===== config.mk =====
export PLATFORM = sky130hd
export DESIGN_NAME = port_and_id_lease_allocator_core
export DESIGN_NICKNAME = d
export VERILOG_FILES = /design/src/hdl/pial_pkg.sv /design/src/hdl/pial_table.sv /design/src/hdl/port_and_id_lease_allocator_core.sv
export SDC_FILE = /design/constraint.sdc
export NUM_CORES = 1
export LEC_CHECK = 0
export ABC_AREA = 0
export ABC_CLOCK_PERIOD_IN_PS = 17000
export BUFFER_PORTS_ARGS = -buffer_cell sky130_fd_sc_hd__buf_2
export CELL_PAD_IN_SITES_DETAIL_PLACEMENT = 1
export CELL_PAD_IN_SITES_GLOBAL_PLACEMENT = 1
export CORE_ASPECT_RATIO = 0.7
export CORE_MARGIN = 10
export CORE_UTILIZATION = 40
export CTS_CLUSTER_SIZE = 12
export DETAILED_ROUTE_END_ITERATION = 6
export PLACE_DENSITY_LB_ADDON = 0.1
export SLEW_MARGIN = 20
export SYNTH_ARGS = -nofsm -noshare
export SYNTH_HDL_FRONTEND = slang
export SYNTH_SLANG_ARGS = --single-unit

===== constraint.sdc =====
create_clock -name clk_i -period 17 [get_ports clk_i]
set_input_delay 0.85 -clock clk_i [delete_from_list [all_inputs] [get_ports clk_i]]
set_output_delay 0.85 -clock clk_i [all_outputs]
set_load 0.05 [all_outputs]

===== src/hdl/pial_pkg.sv =====
// Shared types and constants of the port and id lease allocator.
package pial_pkg;

  localparam int ID_W   = 31;
  localparam int PORT_W = 16;
  localparam int PCNT_W = 7;
  localparam int LIVE_W = 5;

  localparam logic [PORT_W-1:0] FIRST_PORT_RST = 16'd1024;
  localparam logic [PCNT_W-1:0] PORT_COUNT_RST = 7'd1;

  typedef enum logic [1:0] {
    ACT_ACQUIRE = 2'd0,
    ACT_RELEASE = 2'd1,
    ACT_CHECK   = 2'd2,
    ACT_NONE    = 2'd3
  } action_e;

  typedef enum logic [2:0] {
    ST_NEW      = 3'd0,
    ST_EXIST    = 3'd1,
    ST_REFUSED  = 3'd2,
    ST_FULL     = 3'd3,
    ST_RELEASED = 3'd4,
    ST_DONE     = 3'd5
  } status_e;

  typedef enum logic [0:0] {
    REG_FIRST_PORT = 1'b0,
    REG_PORT_COUNT = 1'b1
  } reg_e;

  // Commands from the sequencer to the lease table
  typedef struct packed {
    logic issue;    // read an entry for the compare unit
    logic set_vld;  // write a new lease
    logic clr_vld;  // drop a lease
  } tab_ctl_t;

  typedef struct packed {
    logic id_hit;
    logic port_hit;
  } tab_hit_t;

endpackage


===== src/hdl/pial_table.sv =====
// Lease table: id and offset memory, valid bits and the shared compare unit.
module pial_table
  import pial_pkg::*;
#(
  parameter int MAX_OWNERS = 16,
  parameter int POOL_PORTS = 64
) (
  input  logic                                         clk_i,
  input  logic                                         rst_ni,
  input  tab_ctl_t                                     ctl_i,
  input  logic [((MAX_OWNERS > 1) ? $clog2(MAX_OWNERS) : 1)-1:0] rd_addr_i,
  input  logic [((MAX_OWNERS > 1) ? $clog2(MAX_OWNERS) : 1)-1:0] wr_addr_i,
  input  logic [ID_W-1:0]                              wr_id_i,
  input  logic [((POOL_PORTS > 1) ? $clog2(POOL_PORTS) : 1)-1:0] wr_off_i,
  input  logic [ID_W-1:0]                              tgt_id_i,
  input  logic [PORT_W-1:0]                            tgt_port_i,
  input  logic [PORT_W-1:0]                            first_port_i,
  output logic [ID_W-1:0]                              rd_id_o,
  output logic [((POOL_PORTS > 1) ? $clog2(POOL_PORTS) : 1)-1:0] rd_off_o,
  output logic [MAX_OWNERS-1:0]                        valid_o,
  output tab_hit_t                                     hit_o
);

  localparam int OWN_W = (MAX_OWNERS > 1) ? $clog2(MAX_OWNERS) : 1;
  localparam int OFF_W = (POOL_PORTS > 1) ? $clog2(POOL_PORTS) : 1;

  logic [ID_W-1:0]   id_mem  [MAX_OWNERS];
  logic [OFF_W-1:0]  off_mem [MAX_OWNERS];
  logic [ID_W-1:0]   rd_id_q;
  logic [OFF_W-1:0]  rd_off_q;
  logic [MAX_OWNERS-1:0] valid_q, valid_d;
  logic              issue_q;
  logic [OWN_W-1:0]  cmp_idx_q;
  logic [PORT_W-1:0] rd_port;

  always_ff @(posedge clk_i) begin
    if (ctl_i.set_vld) begin
      id_mem[wr_addr_i]  <= wr_id_i;
      off_mem[wr_addr_i] <= wr_off_i;
    end
    rd_id_q  <= id_mem[rd_addr_i];
    rd_off_q <= off_mem[rd_addr_i];
  end

  always_comb begin
    valid_d = valid_q;
    if (ctl_i.set_vld) valid_d[wr_addr_i] = 1'b1;
    if (ctl_i.clr_vld) valid_d[wr_addr_i] = 1'b0;
  end

  always_ff @(posedge clk_i or negedge rst_ni) begin
    if (!rst_ni) begin
      valid_q   <= '0;
      issue_q   <= 1'b0;
      cmp_idx_q <= '0;
    end else begin
      valid_q   <= valid_d;
      issue_q   <= ctl_i.issue;
      cmp_idx_q <= rd_addr_i;
    end
  end

  // Compare the entry read last cycle against the target id and port
  assign rd_port = first_port_i + PORT_W'(rd_off_q);

  assign hit_o.id_hit   = issue_q && valid_q[cmp_idx_q] && (tgt_id_i != '0)
                          && (rd_id_q == tgt_id_i);
  assign hit_o.port_hit = issue_q && valid_q[cmp_idx_q] && (rd_port == tgt_port_i);

  assign rd_id_o  = rd_id_q;
  assign rd_off_o = rd_off_q;
  assign valid_o  = valid_q;

endmodule


===== src/hdl/port_and_id_lease_allocator_core.sv =====
// Top level of the port and session-id lease allocator.
//
// Each owner slot holds at most one lease: a nonzero 31-bit session id and
// one port taken from a pool of port_count ports starting at first_port.
// Request words enter on the in channel (in_valid_i / in_stall_o), one
// result word leaves on the out channel (out_valid_o / out_stall_i) per
// request. The pool registers sit on the APB port at byte addresses 0 and 4.
//
// One request is worked at a time; in_stall_o is high from acceptance until
// its result is loaded into the output register. A check walks the lease
// table through the single compare unit. A new acquire adds the pool scan,
// one port a cycle from the next-fit hint. A result waiting in the output
// register does not stop the next request from being worked; a stalled
// result holds and the following one waits in its final step until the
// output register frees.
// Reset clears all leases, the busy map, the hint and the live count, and
// sets first_port to 1024 and port_count to 1.
module port_and_id_lease_allocator_core
  import pial_pkg::*;
#(
  parameter int MAX_OWNERS = 16,
  parameter int POOL_PORTS = 64
) (
  input  logic              clk_i,
  input  logic              rst_ni,
  input  logic              in_valid_i,
  output logic              in_stall_o,
  input  logic [1:0]        action_i,
  input  logic [3:0]        owner_index_i,
  input  logic [ID_W-1:0]   candidate_scid_i,
  input  logic [PORT_W-1:0] query_port_i,
  input  logic [ID_W-1:0]   query_scid_i,
  output logic              out_valid_o,
  input  logic              out_stall_i,
  output logic [2:0]        status_o,
  output logic [ID_W-1:0]   lease_scid_o,
  output logic [PORT_W-1:0] lease_port_o,
  output logic              port_in_use_o,
  output logic              scid_in_use_o,
  output logic [LIVE_W-1:0] live_count_o,
  input  logic              psel,
  input  logic              penable,
  input  logic              pwrite,
  input  logic [2:0]        paddr,
  input  logic [31:0]       pwdata,
  output logic [31:0]       prdata,
  output logic              pready
);

  localparam int OWN_W = (MAX_OWNERS > 1) ? $clog2(MAX_OWNERS) : 1;
  localparam int OFF_W = (POOL_PORTS > 1) ? $clog2(POOL_PORTS) : 1;
  localparam int NW    = $clog2(POOL_PORTS + 1);
  localparam int CW    = OFF_W + 1;
  localparam int KW    = $clog2(MAX_OWNERS + 1);

  typedef enum logic [5:0] {
    S_IDLE   = 6'b000001,
    S_DECIDE = 6'b000010,
    S_OWNRD  = 6'b000100,
    S_IDSCAN = 6'b001000,
    S_PSCAN  = 6'b010000,
    S_DONE   = 6'b100000
  } state_e;

  state_e              state_q, state_d;
  action_e             act_q;
  logic [3:0]          own_q;
  logic [ID_W-1:0]     cand_q, qid_q;
  logic [PORT_W-1:0]   qport_q;
  logic [KW-1:0]       k_q, k_d;
  logic [NW-1:0]       i_q, i_d;
  logic [OFF_W-1:0]    off_q, off_d, next_q, next_d;
  logic [KW-1:0]       total_q, total_d;
  logic [POOL_PORTS-1:0] busy_q, busy_d;
  logic [PORT_W-1:0]   first_q, first_d;
  logic [PCNT_W-1:0]   count_q, count_d;
  logic                id_hit_q, id_hit_d, port_hit_q, port_hit_d;
  status_e             res_status_q, res_status_d;
  logic [ID_W-1:0]     res_id_q, res_id_d;
  logic [PORT_W-1:0]   res_port_q, res_port_d;
  logic                res_pin_q, res_pin_d, res_sin_q, res_sin_d;
  logic                out_valid_q, out_valid_d;
  status_e             out_status_q, out_status_d;
  logic [ID_W-1:0]     out_id_q, out_id_d;
  logic [PORT_W-1:0]   out_port_q, out_port_d;
  logic                out_pin_q, out_pin_d, out_sin_q, out_sin_d;
  logic [LIVE_W-1:0]   out_live_q, out_live_d;

  logic                in_acc, cfg_wr, own_ok, own_held;
  logic [OWN_W-1:0]    own_idx, rd_addr;
  logic [NW-1:0]       pool_n;
  logic [CW-1:0]       off_inc;
  logic                off_wrap;
  logic [OFF_W-1:0]    off_next, scan_start;
  logic                id_hit_all, port_hit_all;
  tab_ctl_t            tab_ctl;
  tab_hit_t            tab_hit;
  logic [ID_W-1:0]     tab_rd_id, tgt_id;
  logic [OFF_W-1:0]    tab_rd_off;
  logic [MAX_OWNERS-1:0] lease_vld;

  assign in_stall_o = (state_q != S_IDLE);
  assign in_acc     = in_valid_i && (state_q == S_IDLE);
  assign cfg_wr     = psel && penable && pwrite && pready;
  assign pready     = 1'b1;
  assign prdata     = (reg_e'(paddr[2]) == REG_PORT_COUNT) ? 32'(count_q) : 32'(first_q);

  assign own_ok   = int'(own_q) < MAX_OWNERS;
  assign own_idx  = OWN_W'(own_q);
  assign own_held = own_ok && lease_vld[own_idx];

  assign pool_n = (int'(count_q) > POOL_PORTS) ? NW'(POOL_PORTS) : NW'(count_q);

  // Round-robin step through the pool
  assign off_inc    = CW'(off_q) + CW'(1);
  assign off_wrap   = (off_inc == CW'(pool_n));
  assign off_next   = off_wrap ? '0 : off_inc[OFF_W-1:0];
  assign scan_start = (CW'(next_q) < CW'(pool_n)) ? next_q : '0;

  assign tgt_id       = (act_q == ACT_CHECK) ? qid_q : cand_q;
  assign id_hit_all   = id_hit_q | tab_hit.id_hit;
  assign port_hit_all = port_hit_q | tab_hit.port_hit;

  pial_table #(
    .MAX_OWNERS (MAX_OWNERS),
    .POOL_PORTS (POOL_PORTS)
  ) u_table (
    .clk_i        (clk_i),
    .rst_ni       (rst_ni),
    .ctl_i        (tab_ctl),
    .rd_addr_i    (rd_addr),
    .wr_addr_i    (own_idx),
    .wr_id_i      (cand_q),
    .wr_off_i     (off_q),
    .tgt_id_i     (tgt_id),
    .tgt_port_i   (qport_q),
    .first_port_i (first_q),
    .rd_id_o      (tab_rd_id),
    .rd_off_o     (tab_rd_off),
    .valid_o      (lease_vld),
    .hit_o        (tab_hit)
  );

  always_comb begin
    state_d      = state_q;
    k_d          = k_q;
    i_d          = i_q;
    off_d        = off_q;
    next_d       = next_q;
    total_d      = total_q;
    busy_d       = busy_q;
    first_d      = first_q;
    count_d      = count_q;
    id_hit_d     = id_hit_q;
    port_hit_d   = port_hit_q;
    res_status_d = res_status_q;
    res_id_d     = res_id_q;
    res_port_d   = res_port_q;
    res_pin_d    = res_pin_q;
    res_sin_d    = res_sin_q;
    out_valid_d  = out_valid_q;
    out_status_d = out_status_q;
    out_id_d     = out_id_q;
    out_port_d   = out_port_q;
    out_pin_d    = out_pin_q;
    out_sin_d    = out_sin_q;
    out_live_d   = out_live_q;
    tab_ctl      = '0;
    rd_addr      = own_idx;

    if (cfg_wr) begin
      unique case (reg_e'(paddr[2]))
        REG_FIRST_PORT: begin
          first_d = pwdata[PORT_W-1:0];
          next_d  = '0;
        end
        REG_PORT_COUNT: begin
          count_d = (pwdata[PCNT_W-1:0] == '0) ? PCNT_W'(1) : pwdata[PCNT_W-1:0];
          next_d  = '0;
        end
      endcase
    end

    if (out_valid_q && !out_stall_i) out_valid_d = 1'b0;

    unique case (state_q)
      S_IDLE: begin
        if (in_valid_i) state_d = S_DECIDE;
      end
      S_DECIDE: begin
        res_status_d = ST_DONE;
        res_id_d     = '0;
        res_port_d   = '0;
        res_pin_d    = 1'b0;
        res_sin_d    = 1'b0;
        k_d          = '0;
        id_hit_d     = 1'b0;
        port_hit_d   = 1'b0;
        state_d      = S_DONE;
        unique case (act_q)
          ACT_ACQUIRE: begin
            if (!own_ok) begin
              res_status_d = ST_FULL;
            end else if (own_held) begin
              state_d = S_OWNRD;
            end else if (cand_q == '0) begin
              res_status_d = ST_REFUSED;
            end else begin
              state_d = S_IDSCAN;
            end
          end
          ACT_RELEASE: begin
            if (own_held) state_d = S_OWNRD;
          end
          ACT_CHECK: state_d = S_IDSCAN;
          ACT_NONE:  state_d = S_DONE;
        endcase
      end
      S_OWNRD: begin
        // the owner's entry was read on the previous edge
        res_id_d   = tab_rd_id;
        res_port_d = first_q + PORT_W'(tab_rd_off);
        if (act_q == ACT_ACQUIRE) begin
          res_status_d = ST_EXIST;
        end else begin
          res_status_d = ST_RELEASED;
          tab_ctl.clr_vld = 1'b1;
          if (int'(tab_rd_off) < POOL_PORTS) busy_d[tab_rd_off] = 1'b0;
          if (total_q != '0) total_d = total_q - KW'(1);
        end
        state_d = S_DONE;
      end
      S_IDSCAN: begin
        id_hit_d   = id_hit_all;
        port_hit_d = port_hit_all;
        if (k_q != KW'(MAX_OWNERS)) begin
          tab_ctl.issue = 1'b1;
          rd_addr       = OWN_W'(k_q);
          k_d           = k_q + KW'(1);
        end else if (act_q == ACT_CHECK) begin
          res_pin_d = port_hit_all;
          res_sin_d = id_hit_all;
          state_d   = S_DONE;
        end else if (id_hit_all) begin
          res_status_d = ST_REFUSED;
          state_d      = S_DONE;
        end else begin
          off_d   = scan_start;
          i_d     = '0;
          state_d = S_PSCAN;
        end
      end
      S_PSCAN: begin
        if (!busy_q[off_q]) begin
          busy_d[off_q]   = 1'b1;
          tab_ctl.set_vld = 1'b1;
          total_d         = total_q + KW'(1);
          next_d          = off_next;
          res_status_d    = ST_NEW;
          res_id_d        = cand_q;
          res_port_d      = first_q + PORT_W'(off_q);
          state_d         = S_DONE;
        end else if (i_q == pool_n - NW'(1)) begin
          res_status_d = ST_FULL;
          state_d      = S_DONE;
        end else begin
          i_d   = i_q + NW'(1);
          off_d = off_next;
        end
      end
      S_DONE: begin
        // load the output register once it is free or being taken
        if (!out_valid_q || !out_stall_i) begin
          out_valid_d  = 1'b1;
          out_status_d = res_status_q;
          out_id_d     = res_id_q;
          out_port_d   = res_port_q;
          out_pin_d    = res_pin_q;
          out_sin_d    = res_sin_q;
          out_live_d   = LIVE_W'(total_q);
          state_d      = S_IDLE;
        end
      end
      default: state_d = S_IDLE;
    endcase
  end

  always_ff @(posedge clk_i) begin
    if (in_acc) begin
      act_q   <= action_e'(action_i);
      own_q   <= owner_index_i;
      cand_q  <= candidate_scid_i;
      qport_q <= query_port_i;
      qid_q   <= query_scid_i;
    end
    k_q          <= k_d;
    i_q          <= i_d;
    off_q        <= off_d;
    id_hit_q     <= id_hit_d;
    port_hit_q   <= port_hit_d;
    res_status_q <= res_status_d;
    res_id_q     <= res_id_d;
    res_port_q   <= res_port_d;
    res_pin_q    <= res_pin_d;
    res_sin_q    <= res_sin_d;
    out_status_q <= out_status_d;
    out_id_q     <= out_id_d;
    out_port_q   <= out_port_d;
    out_pin_q    <= out_pin_d;
    out_sin_q    <= out_sin_d;
    out_live_q   <= out_live_d;
  end

  always_ff @(posedge clk_i or negedge rst_ni) begin
    if (!rst_ni) begin
      state_q     <= S_IDLE;
      next_q      <= '0;
      total_q     <= '0;
      busy_q      <= '0;
      first_q     <= FIRST_PORT_RST;
      count_q     <= PORT_COUNT_RST;
      out_valid_q <= 1'b0;
    end else begin
      state_q     <= state_d;
      next_q      <= next_d;
      total_q     <= total_d;
      busy_q      <= busy_d;
      first_q     <= first_d;
      count_q     <= count_d;
      out_valid_q <= out_valid_d;
    end
  end

  assign out_valid_o   = out_valid_q;
  assign status_o      = out_status_q;
  assign lease_scid_o  = out_id_q;
  assign lease_port_o  = out_port_q;
  assign port_in_use_o = out_pin_q;
  assign scid_in_use_o = out_sin_q;
  assign live_count_o  = out_live_q;

  a_total_range: assert property (@(posedge clk_i) disable iff (!rst_ni)
    int'(total_q) <= MAX_OWNERS)
    else $error("live lease count beyond owner slots");

  a_total_valid: assert property (@(posedge clk_i) disable iff (!rst_ni)
    $countones(lease_vld) == int'(total_q))
    else $error("live lease count differs from valid entries");

  a_total_busy: assert property (@(posedge clk_i) disable iff (!rst_ni)
    $countones(busy_q) == int'(total_q))
    else $error("busy ports differ from live leases");

  a_scan_bound: assert property (@(posedge clk_i) disable iff (!rst_ni)
    (state_q == S_PSCAN) |-> (i_q < pool_n))
    else $error("pool scan ran past the pool size");

endmodule

* Word-level counts from Yosys, hierarchy flattened *
Memories as Yosys holds them, arrays and structs flattened. A register that Yosys moved wholly into a read port is not among the register bits.
Cells that the tools add are included.

storage, ports and cells
  register bits after elaboration = 339
  RAM bits = 592
  bits of input ports = 126
  output and inout bits = 92
  word-level logic and storage cells = 214
  memories = 2

memories
  name             depth  bits a word  read ports  clocked after memory_dff  wr ports  line              text
  u_table.id_mem   16     31           1           1                         1         pial_table.sv:27  logic [ID_W-1:0] id_mem [MAX_OWNERS];
  u_table.off_mem  16     6            1           1                         1         pial_table.sv:28  logic [OFF_W-1:0] off_mem [MAX_OWNERS];

operators by class
  add/subtract/negate cells = 8
  $lt $le $gt $ge = 9
  equality and inequality tests = 29
  muxes and demuxes = 91
  bitwise operators = 9
  reduce and logical (&&, ||, !) cells = 35

operator list
  kind                                           count
  64-bit two-way mux                             2
  64-bit case mux with 2 select lines            1
  6-bit two-way mux                              20
  31-bit case mux with 3 select lines            1
  64-bit AND                                     1
  16-bit two-way mux                             4
  64-bit inverter                                1
  64-bit OR                                      1
  31-bit two-way mux                             2
  7-bit two-way mux                              7
  16-bit case mux with 3 select lines            1
  6-bit case mux with 6 select lines             1
  16-bit by 6-bit adder with 16-bit output       2
  31-bit equality test                           1
  31-bit logical NOT                             1
  31-bit nonzero test                            1
  3-bit two-way mux                              9
  2-bit inequality test (second input constant)  13
  6-bit case mux with 4 select lines             1
  1-bit two-way mux                              21
  5-bit two-way mux                              4
  5-bit case mux with 2 select lines             2
  16-bit AND                                     1
  16-bit equality test                           1
  other kinds (50)                               82

* Depth between registers and ports, before layout *
Gate-level depths: netlist of the first run.

  depth after elaboration = 10
  depth in mapped cells = 14
  depth with buffers taken out = 12

* Modules after synthesis *
Synthesis of the first run repeated with hierarchy kept, for this count alone.

second synthesis, totals
  cells, all modules = 2200
  area, all modules = 39424.1 µm²

modules (own cells, without submodules)
  module                            times used  cells each  area each (µm²)
  pial_table                        1           1070        24878.9
  port_and_id_lease_allocator_core  1           1130        14545.2

* Worst setup path before layout of the first run *
Ideal clock, no wire load.

  path kind = register to register
  start = register off_q[1]
  end = register u_table.valid_q[0], in the netlist u_table.valid_o[0]
  arrival time = 6267 ps
  path slack = 10654 ps
  stages on the path, launching flop included = 10
  path buffers = 2
  clock period less this slack = 6346 ps
  cells stage by stage = edfxtp_1 -> buf_2 -> buf_4 -> mux4_2 -> nand2_1 -> a21oi_1 -> a211oi_2 -> nand3_2 -> nor4_1 -> o22a_1

on the way
  word-level cells in the longest chain between the ends = 7

RTL lines
  element                                        line                                     text
  start: declaration                             port_and_id_lease_allocator_core.sv:72   logic [OFF_W-1:0] off_q, off_d, next_q, next_d;
  start signal: assignment                       port_and_id_lease_allocator_core.sv:298  off_q <= off_d;
  1-bit binary-select mux with 6-bit select (*)  port_and_id_lease_allocator_core.sv:254  if (!busy_q[off_q]) begin
  1-bit two-way mux (implied by the code) (*)    port_and_id_lease_allocator_core.sv:254
  1-bit two-way mux (*)                          port_and_id_lease_allocator_core.sv:254
  1-bit two-way mux (*)                          port_and_id_lease_allocator_core.sv:186  unique case (state_q)
  16-bit two-way mux (*)                         pial_table.sv:47                         if (ctl_i.set_vld) valid_d[wr_addr_i] = 1'b1;
  16-bit AND (no source line)                    -
  16-bit two-way mux (*)                         pial_table.sv:48                         if (ctl_i.clr_vld) valid_d[wr_addr_i] = 1'b0;
  named net u_table.valid_d[0]                   pial_table.sv:31                         logic [MAX_OWNERS-1:0] valid_q, valid_d;
  end signal: assignment                         pial_table.sv:57                         valid_q <= valid_d;
  end: declaration                               pial_table.sv:31

The timed path passes the listed nets; every way through them passes the cells marked *. The select of a mux whose other input is x is not followed.
A chain may end at the register's enable or synchronous reset.

* Worst setup path in the final report of the first run *
  start = register state_q[2]
  end = register u_table.rd_id_q[29], in the netlist u_table.rd_id_o[29] (read register of u_table.id_mem)

on the way
  word-level cells in the longest chain between the ends = 2

RTL lines
  element                                         line                                     text
  start: declaration                              port_and_id_lease_allocator_core.sv:65   state_e state_q, state_d;
  start signal: assignment                        port_and_id_lease_allocator_core.sv:324  state_q <= state_d;
  6-bit by 4-bit equality test with 1-bit output  port_and_id_lease_allocator_core.sv:186
  4-bit two-way mux                               port_and_id_lease_allocator_core.sv:186
  end: declaration                                pial_table.sv:29                         logic [ID_W-1:0] rd_id_q;

Every way passes these cells.

==> key figures, run 1 <==
Run status
  • Status: finished clean

CTS
  • Worst-path clk slew: 0.06 ns
  • Inserted Clock Buffers: just under 100
  • TritonCTS Sinks: 968
  • Worst skew pair latency: 0.69 ns
  • Clock tree buffer depth: 3
  • # H-tree levels: 3
  • Root buffer cell: clkbuf_16
  • Cts hold-fix bufs: 0
  • Post-cts resize count: 0
  • Number of buffers added for setup after CTS: 0
  • CTS tree: built

Logic synthesis
  • Seq/Total Area, Yosys: approximately 69%
  • Async set-reset flop share out of synthesis: 13.0%
  • Yosys reg bits: 968
  • Post-synth top flop: edfxtp_1
  • Number of synthesized flops with an enable pin: 805
  • Post-Synthesis Cells: 3199
  • Synth Cell Area: ~0.04 mm²
  • Avg Cell Area, Syn: 12.6 µm²
  • Synth warn: 0
  • Distinct cells, synth: approximately 90

GRT
  • GRT Overall Usage: 22.3%
  • First-pass GRT wire length: 191000 µm
  • Gr ovfl total: 0
  • Vias in the first global route: 28680
  • Initial antenna violation count: 4
  • Pin count of the biggest net entering global routing: 212

Routing
  • WL final: between 100000 and 150000 µm
  • Post-route ant nets: 0
  • Initial drt markers: approximately 2400
  • Number of vias per cell: 5.73
  • Residual DRC count: 0
  • Avg WL per Cell: approximately 27 µm
  • DR pass1 iterations: 6
  • Vias: between 20000 and 30000

Place
  • Dpl hpwl: 79500 µm
  • GPL Wtd Cong: 0.872
  • Port bufs: 182

Layout
  • Layout cell share with drive strength beyond 1: 14.2%
  • Area Growth Syn to Fin: 13.5%
  • Core Util, Final: a little under half
  • Nets: 3523
  • Fillers: 10354

STA
  • Period utilisation layout: about a third
  • Slew Viols, Final: 0
  • Endpoints failing setup: 0
  • Total Neg Setup Slack: 0 ns
  • RSZ-0062 raised after global routing: no
  • Final Hold Vio Count: 0
  • Relative slew slack: 26.2%
  • Final Critical Period: 5.78 ns
  • Max Freq: 0.173 GHz
  • Slew of the pin with the lowest slew margin: 1.10 ns
  • Final setup skew: 0.0141 ns

Floorplanning
  • Height of the die: 286 µm
  • Site row count: 97
  • Core Footprint: between 0.1 and 0.15 mm²
  • Die area: 0.114 mm²
  • Num ports: 218
  • Initial Util: 40.4%
  • Die Width: 400 µm

Power and ir drop
  • Worst IR Drop VDD: 0.0877 mV
  • P_leak: 16.7 nW
  • Cell Pwr Density: 148 mW/mm²

Job
  • Maxcap violations: 0

Setup path
  • Worst Path Max Fanout: 211
  • R2R Path Start: state_q[2]$_DFFE_PN0P_
  • Setup slack, reg-to-reg: 11.22 ns
  • Most frequent cell on the critical path: buf_4
  • Slowest Stage Delay on Critical Path: 0.87 ns
  • Slowest stage cell, crit path: buf_4
  • CP top delay family: buffers and inverters
  • Reg-to-Reg End: u_table.rd_id_o[29]$_DFF_P_
  • Reg2reg path depth: 14
  • Critical path startpoint category: register
  • WP data arrival: 6.38 ns
  • Buf+Inv Stages, Crit Path: 5
  • CP cell instances: or4_4 > nor2_4 > nand2_4 > inv_4 > mux2i_4 > buf_12 > inv_8 > buf_4 > buf_4 > nand2_1 > and3_1 > a31oi_1 > a22oi_1 > o221ai_1
  • CP Class: register to register
  • Nature of the critical path endpoint: register
  • Worst EP required: roughly 18 ns
  • Worst setup path start: state_q[2]$_DFFE_PN0P_

Worst hold path
  • Worst Hold Class: primary input to asynchronous set/reset pin
==> cell usage after synthesis, drive strengths merged (11+ instances only) <==
| cell type | count | area [µm²] |
|---|---|---|
| nor2 | 94 | 365 |
| nand3b | 14 | 105 |
| nor3 | 46 | 230 |
| mux2i | 21 | 214 |
| xor2 | 29 | 254 |
| mux4 | 16 | 360 |
| clkbuf | 121 | 455 |
| mux2 | 31 | 349 |
| dfrtp | 123 | 3080 |
| nand2b | 20 | 125 |
| buf | 77 | 468 |
| edfxtp | 805 | 24200 |
| o22ai | 12 | 75.1 |
| ha | 25 | 313 |
| o32a | 12 | 120 |
| nor2b | 14 | 87.6 |
| and3 | 84 | 526 |
| nor4 | 27 | 169 |
| nand3 | 103 | 521 |
| a21oi | 70 | 350 |
| or3 | 11 | 68.8 |
| a22oi | 44 | 330 |
| xnor2 | 49 | 429 |
| a31oi | 99 | 619 |
| dfxtp | 37 | 741 |
| o21ai | 191 | 956 |
| a22o | 26 | 228 |
| nand4 | 14 | 87.6 |
| inv | 47 | 179 |
| nand2 | 749 | 2820 |
| o221ai | 39 | 342 |
==> area by class of cell <==
cell class,count,area [µm²],area share (%)
sequential,968,28100,61.1
multi-input combinational,2001,11500,25.1
clock buffer,157,2820,6.14
tap,1336,1670,3.64
timing repair buffer,253,1460,3.18
clock inverter,22,205,0.447
inverter,47,186,0.406
antenna,3,7.51,0.0163
==> layout by cell type, fill, tap and decap left out, drive strengths merged, types with 14 or more instances in the layout <==
master / count
edfxtp: 805
nand2: 749
buf: 253
o21ai: 191
clkbuf: 157
dfrtp: 123
nand3: 103
a31oi: 99
nor2: 94
and3: 84
a21oi: 70
inv: 50
xnor2: 49
nor3: 46
a22oi: 44
o221ai: 39
dfxtp: 37
mux2: 31
xor2: 29
nor4: 27
a22o: 26
ha: 25
mux2i: 21
nand2b: 20
conb: 17
mux4: 16
clkinv: 16
nand3b: 14
nand4: 14
nor2b: 14
==> how the worst max path moves through the flow <==
stage	to	slack [ns]	cells after the start
after global routing	u_table.rd_id_o[29]$_DFF_P_	10.77	14
after CTS	u_table.rd_id_o[29]$_DFF_P_	11.22	14
final	u_table.rd_id_o[29]$_DFF_P_	11.22	14
after floorplan	u_table.valid_o[0]$_DFF_PN0_	10.65	9
after detailed placement	u_table.rd_id_o[29]$_DFF_P_	11.23	14
after global placement	u_table.rd_id_o[29]$_DFF_P_	11.42	14
==> metrics by stage <==
| step | instance area (µm²) | hold WS (ns) | std cells | worst slack [ns] | total power [mW] |
|---|---|---|---|---|---|
| final | 45900 | 0.243 | 4787 | 11.22 | 6.82 |
| after global routing | 45900 | 0.290 | 4787 | 10.77 | 7.14 |
| after CTS | 45900 | 0.237 | 4784 | 11.22 | 6.87 |
| after detailed placement | 42900 | 0.406 | 4605 | 11.23 | 4.78 |
| after global placement | 42900 | 0.403 | 4605 | 11.42 | 4.71 |
| after floorplan | 40500 | 0.400 | 3214 | 10.65 | 4.12 |
==> where the power goes <==
group / leakage, nW / switching (mW) / internal (mW)
clock: 1.47 / 0.907 / 1.17
combinational: 5.90 / 1.11 / 0.480
sequential: 9.28 / 0.281 / 2.87
==> cells by family after synthesis <==
group | synth area share, %
muxes | 2.28
xor gates and xnor gates | 1.69
DFF | 69.4
other | 0.0186
adders and majority gates | 0.922
AOI/OAI and AO/OA | 9.53
and+or+nand+nor | 13.4
buffers and inverters | 2.72
==> sequential cells by signal, summed over array words and instances (netlist names), 16 cells and up <==
signal,count
u_table.id_mem,496
u_table.off_mem,96
busy_q,64
cand_q,31
lease_scid_o,31
qid_q,31
res_id_q,31
u_table.rd_id_o,31
first_q,16
lease_port_o,16
qport_q,16
res_port_q,16
u_table.valid_o,16
==> per-layer routing <==
metal,vias to the layer above,part of all wire [%],GRT usage [%]
met5,-,0.0069,0
met1,14277,45,31.6
met3,168,6.4,4.40
met4,2,2.0,5.39
li1,12152,-,-
met2,821,46,35.2
Note: power is estimated with default switching activity, not from simulation.
==> run 2, diff against run 1 <==
--- a/config.mk
+++ b/config.mk
@@ -5,8 +5,8 @@
 export SDC_FILE = /design/constraint.sdc
 export NUM_CORES = 1
 export LEC_CHECK = 0
-export ABC_AREA = 0
-export ABC_CLOCK_PERIOD_IN_PS = 17000
+export ABC_AREA = 1
+export ABC_CLOCK_PERIOD_IN_PS = 5200
 export BUFFER_PORTS_ARGS = -buffer_cell sky130_fd_sc_hd__buf_2
 export CELL_PAD_IN_SITES_DETAIL_PLACEMENT = 1
 export CELL_PAD_IN_SITES_GLOBAL_PLACEMENT = 1
==> constraint.sdc (replaced) <==
create_clock -name clk_i -period 5.2 [get_ports clk_i]
set_input_delay 0.26 -clock clk_i [delete_from_list [all_inputs] [get_ports clk_i]]
set_output_delay 0.26 -clock clk_i [all_outputs]
set_load 0.05 [all_outputs]
==> run 2 against run 1 <==
Maximum frequency up 53%. First-iteration DRC count up 7.7%. Largest cell class unchanged. Total power rose to 3.4 times the previous value. Flip-flop and latch count unchanged. Sequential share of layout area down 3.5 points.
==> key figures, run 2 <==
Power and ir drop
  • Pint: 15.0 mW (+230%)
  • Combinational share of power: 25.4% (+2.1 points)
  • NetSw: 8.19 mW (+260%)
  • Switch share: 35.3% (+1.6 points)
  • Flop pwr share: 44.2% (-2.1 points)
  • P_leak: 18.5 nW (+11%)
  • Clk pwr share: 30.4% (about the same)
  • Cell Pwr Density: 475 mW/mm² (+220%)
  • Worst IR Drop VDD: 0.271 mV (+210%)

GRT
  • Gr ovfl total: 0 (unchanged)
  • Vias in the first global route: 30351 (+5.8%)
  • GRT Overall Usage: 22.5% (+0.17 points)
  • Pin count of the biggest net entering global routing: 188 (-11%)
  • Initial antenna violation count: 12 (+8)
  • First-pass GRT wire length: 201000 µm (+5.1%)

STA
  • Total Neg Setup Slack: 0 ns (unchanged)
  • Endpoints failing setup: 0 (unchanged)
  • RSZ-0062 raised after global routing: no
  • Period utilisation layout: 72.8% (+39 points)
  • Slew of the pin with the lowest slew margin: 1.19 ns (+0.0862 ns)
  • Final Hold Vio Count: 0 (unchanged)
  • Final setup skew: 0.0202 ns (+0.00615 ns)
  • Slew Viols, Final: 0 (unchanged)
  • Final Critical Period: 3.78 ns (-1.99 ns)
  • Hold WS: 0.114 ns (-0.129 ns)
  • Max Freq: 0.264 GHz (+53%)
  • Relative slew slack: 20.2% (-6.1 points)

CTS
  • Worst-path clk slew: 0.06 ns (about the same)
  • Number of buffers added for setup after CTS: 0 (unchanged)
  • Worst skew pair latency: 0.70 ns (about the same)
  • Inserted Clock Buffers: 98 (unchanged)
  • Clock tree buffer depth: 3 (unchanged)
  • Root buffer cell: clkbuf_16
  • CTS tree: built
  • TritonCTS Sinks: 968 (unchanged)
  • # H-tree levels: 3 (unchanged)

Logic synthesis
  • Async set-reset flop share out of synthesis: 13.0% (unchanged)
  • Top cells by count, synth: edfxtp_1, nand2_1, nor2_1
  • Area leader, netlist: edfxtp_1
  • Seq/Total Area, Yosys: 67.3% (-2.1 points)
  • Number of synthesized flops with an enable pin: 805 (unchanged)
  • Yosys reg bits: 968 (unchanged)
  • Synth top area share: 57.9% (-1.8 points)
  • Avg Cell Area, Syn: 10.8 µm² (-14%)
  • Post-Synthesis Cells: 3854 (+20%)
  • Most frequent cell after synthesis: edfxtp_1
  • Synth warn: 0 (unchanged)
  • Distinct cells, synth: 52 (-41%)
  • Synth Cell Area: 0.0417 mm² (+3.2%)
  • Synth area leaders: edfxtp_1, dfrtp_1, nand2_1
  • Post-synth top flop: edfxtp_1

Layout
  • Layout cell share with drive strength beyond 1: 11.2% (-3.0 points)
  • Top flop regs: u_table.id_mem x496, u_table.off_mem x96, busy_q x64
  • Area Growth Syn to Fin: 16.8%
  • Nets: 4308 (+22%)
  • Most common cell after layout, fill and taps aside: edfxtp_1
  • Largest register FFs: 496 (unchanged)
  • Top reg by flops: u_table.id_mem
  • Leading cell types in the layout, fill and taps excluded: edfxtp_1, nand2_1, nor2_1

Routing
  • Post-route ant nets: 0 (unchanged)
  • Initial drt markers: 2610 (+7.7%)
  • WL final: 135000 µm (+3.6%)
  • Residual DRC count: 0 (unchanged)
  • Vias: 30236 (+10%)
  • DR pass1 iterations: 5 (-1)
  • Avg WL per Cell: 24.1 µm (-12%)
  • Number of vias per cell: 5.40 (-5.8%)

Setup path
  • Worst Path Max Fanout: 31 (-85%)
  • Nature of the critical path endpoint: register
  • Critical path startpoint category: register
  • Most frequent cell on the critical path: nand2_1
  • CP cell instances: inv_4 > nand2_1 > nand2_1 > nand2_1 > nand2_1 > nand2_1 > nand2_1 > nand2_1 > nand2_1 > nor2_4 > a21oi_1 > nand2_1 > nand2_1 > nor2_1 > nand2_1 > nand2_1
  • Buf+Inv Stages, Crit Path: 1 (-4)
  • WP data arrival: 4.07 ns (-2.31 ns)
  • Slowest Stage Delay on Critical Path: 0.66 ns (-0.21 ns)
  • Worst EP required: 5.48 ns (-12.12 ns)
  • CP Class: register to register
  • Slowest stage cell, crit path: edfxtp_1
  • CP top delay family: simple AND/OR/NAND/NOR gates

Floorplanning
  • Core Footprint: 0.104 mm² (+3.5%)
  • Height of the die: 290 µm (+1.5%)
  • Die Width: 406 µm (+1.5%)
  • Initial Util: 40.2% (-0.15 points)
  • Num ports: 218 (unchanged)
  • Site row count: 99 (+2.1%)
  • Die area: 0.118 mm² (+3.0%)

Run status
  • Status: finished clean

Place
  • Dpl hpwl: 83700 µm (+5.2%)
  • GPL Wtd Cong: 0.823 (-5.7%)
  • Port bufs: 182 (unchanged)

Worst hold path
  • Worst Hold Class: primary input to asynchronous set/reset pin

Job
  • Maxcap violations: 0 (unchanged)
==> run 2: path summary, 6_finish.rpt <==
path / from / to / slack, ns / cells after the start
min in group clk_i: penable / first_q[7]$_DFFE_PN0P_ / 0.19 / 5
worst min register to register: res_status_q[2]$_DFFE_PP_ / status_o[2]$_DFFE_PP_ / 0.42 / 0
worst min-delay path: rst_ni / first_q[13]$_DFFE_PN0P_ / 0.11 / 2
max in group asynchronous: rst_ni / busy_q[46]$_DFFE_PN0P_ / 4.03 / 3
worst max register to register: off_q[0]$_DFFE_PP_ / off_q[5]$_DFFE_PP_ / 1.42 / 16
worst max-delay path: off_q[0]$_DFFE_PP_ / off_q[5]$_DFFE_PP_ / 1.42 / 16
==> run 2: metrics by stage <==
step	total power [mW]	cells	setup WS [ns]	utilization, %	instance area, µm²
finish	23.2	5604	1.42	46.9	48700
global route	24.4	5601	1.11	46.9	48700
floorplan	13.7	3869	0.295	-	41800
global placement	16.0	5313	1.53	42.9	44600
CTS	23.3	5600	1.47	46.9	48700
detailed placement	16.2	5313	1.50	42.9	44600
==> run 2: cell type report <==
type,count,area (µm²)
diodes,4,10.0
inverters,323,1230
flip-flops and latches,968,28100
repair buffers,378,2870
well taps,1363,1710
clock inverters,20,269
multi-input cells,2385,11700
clock buffers,163,2850
fillers,11231,55100
==> run 2: kinds of logic (layout without fill, tap and decap cells) <==
family          count (synthesis)  in the layout  share of synthesized area, %
xor+xnor                       27             27                         0.567
fa+ha+maj                      28             28                         0.894
simple gates                 1480           1480                          14.7
flops                         968            968                          67.3
other cells                     2             21                        0.0180
buf+inv                       516            884                          5.13
compound gates                833            833                          11.4
==> run 2: power by group through the flow <==
stage | clock network (mW) | logic [mW] | registers, mW
after CTS | 7.19 | 5.90 | 10.2
after global placement | 0 | 5.70 | 10.4
after global routing | 7.51 | 6.56 | 10.3
final | 7.05 | 5.89 | 10.2
after floorplan | 0 | 3.65 | 10.1
after detailed placement | 0 | 5.80 | 10.4
==> run 2: what timing repair did <==
action / CTS / global route
gates resized for setup: 0 / 0
endpoints found under the hold margin: 163 / 0
hold buffers: 104 / 0
==> run 2: routing by layer <==
metal / GRT usage [%] / part of all wire, % / vias up
met5: 0 / 0 / -
met3: 4.66 / 6.7 / 146
met2: 32.6 / 42 / 793
met4: 4.23 / 1.6 / 0
met1: 34.7 / 49 / 15234
li1: - / - / 14063
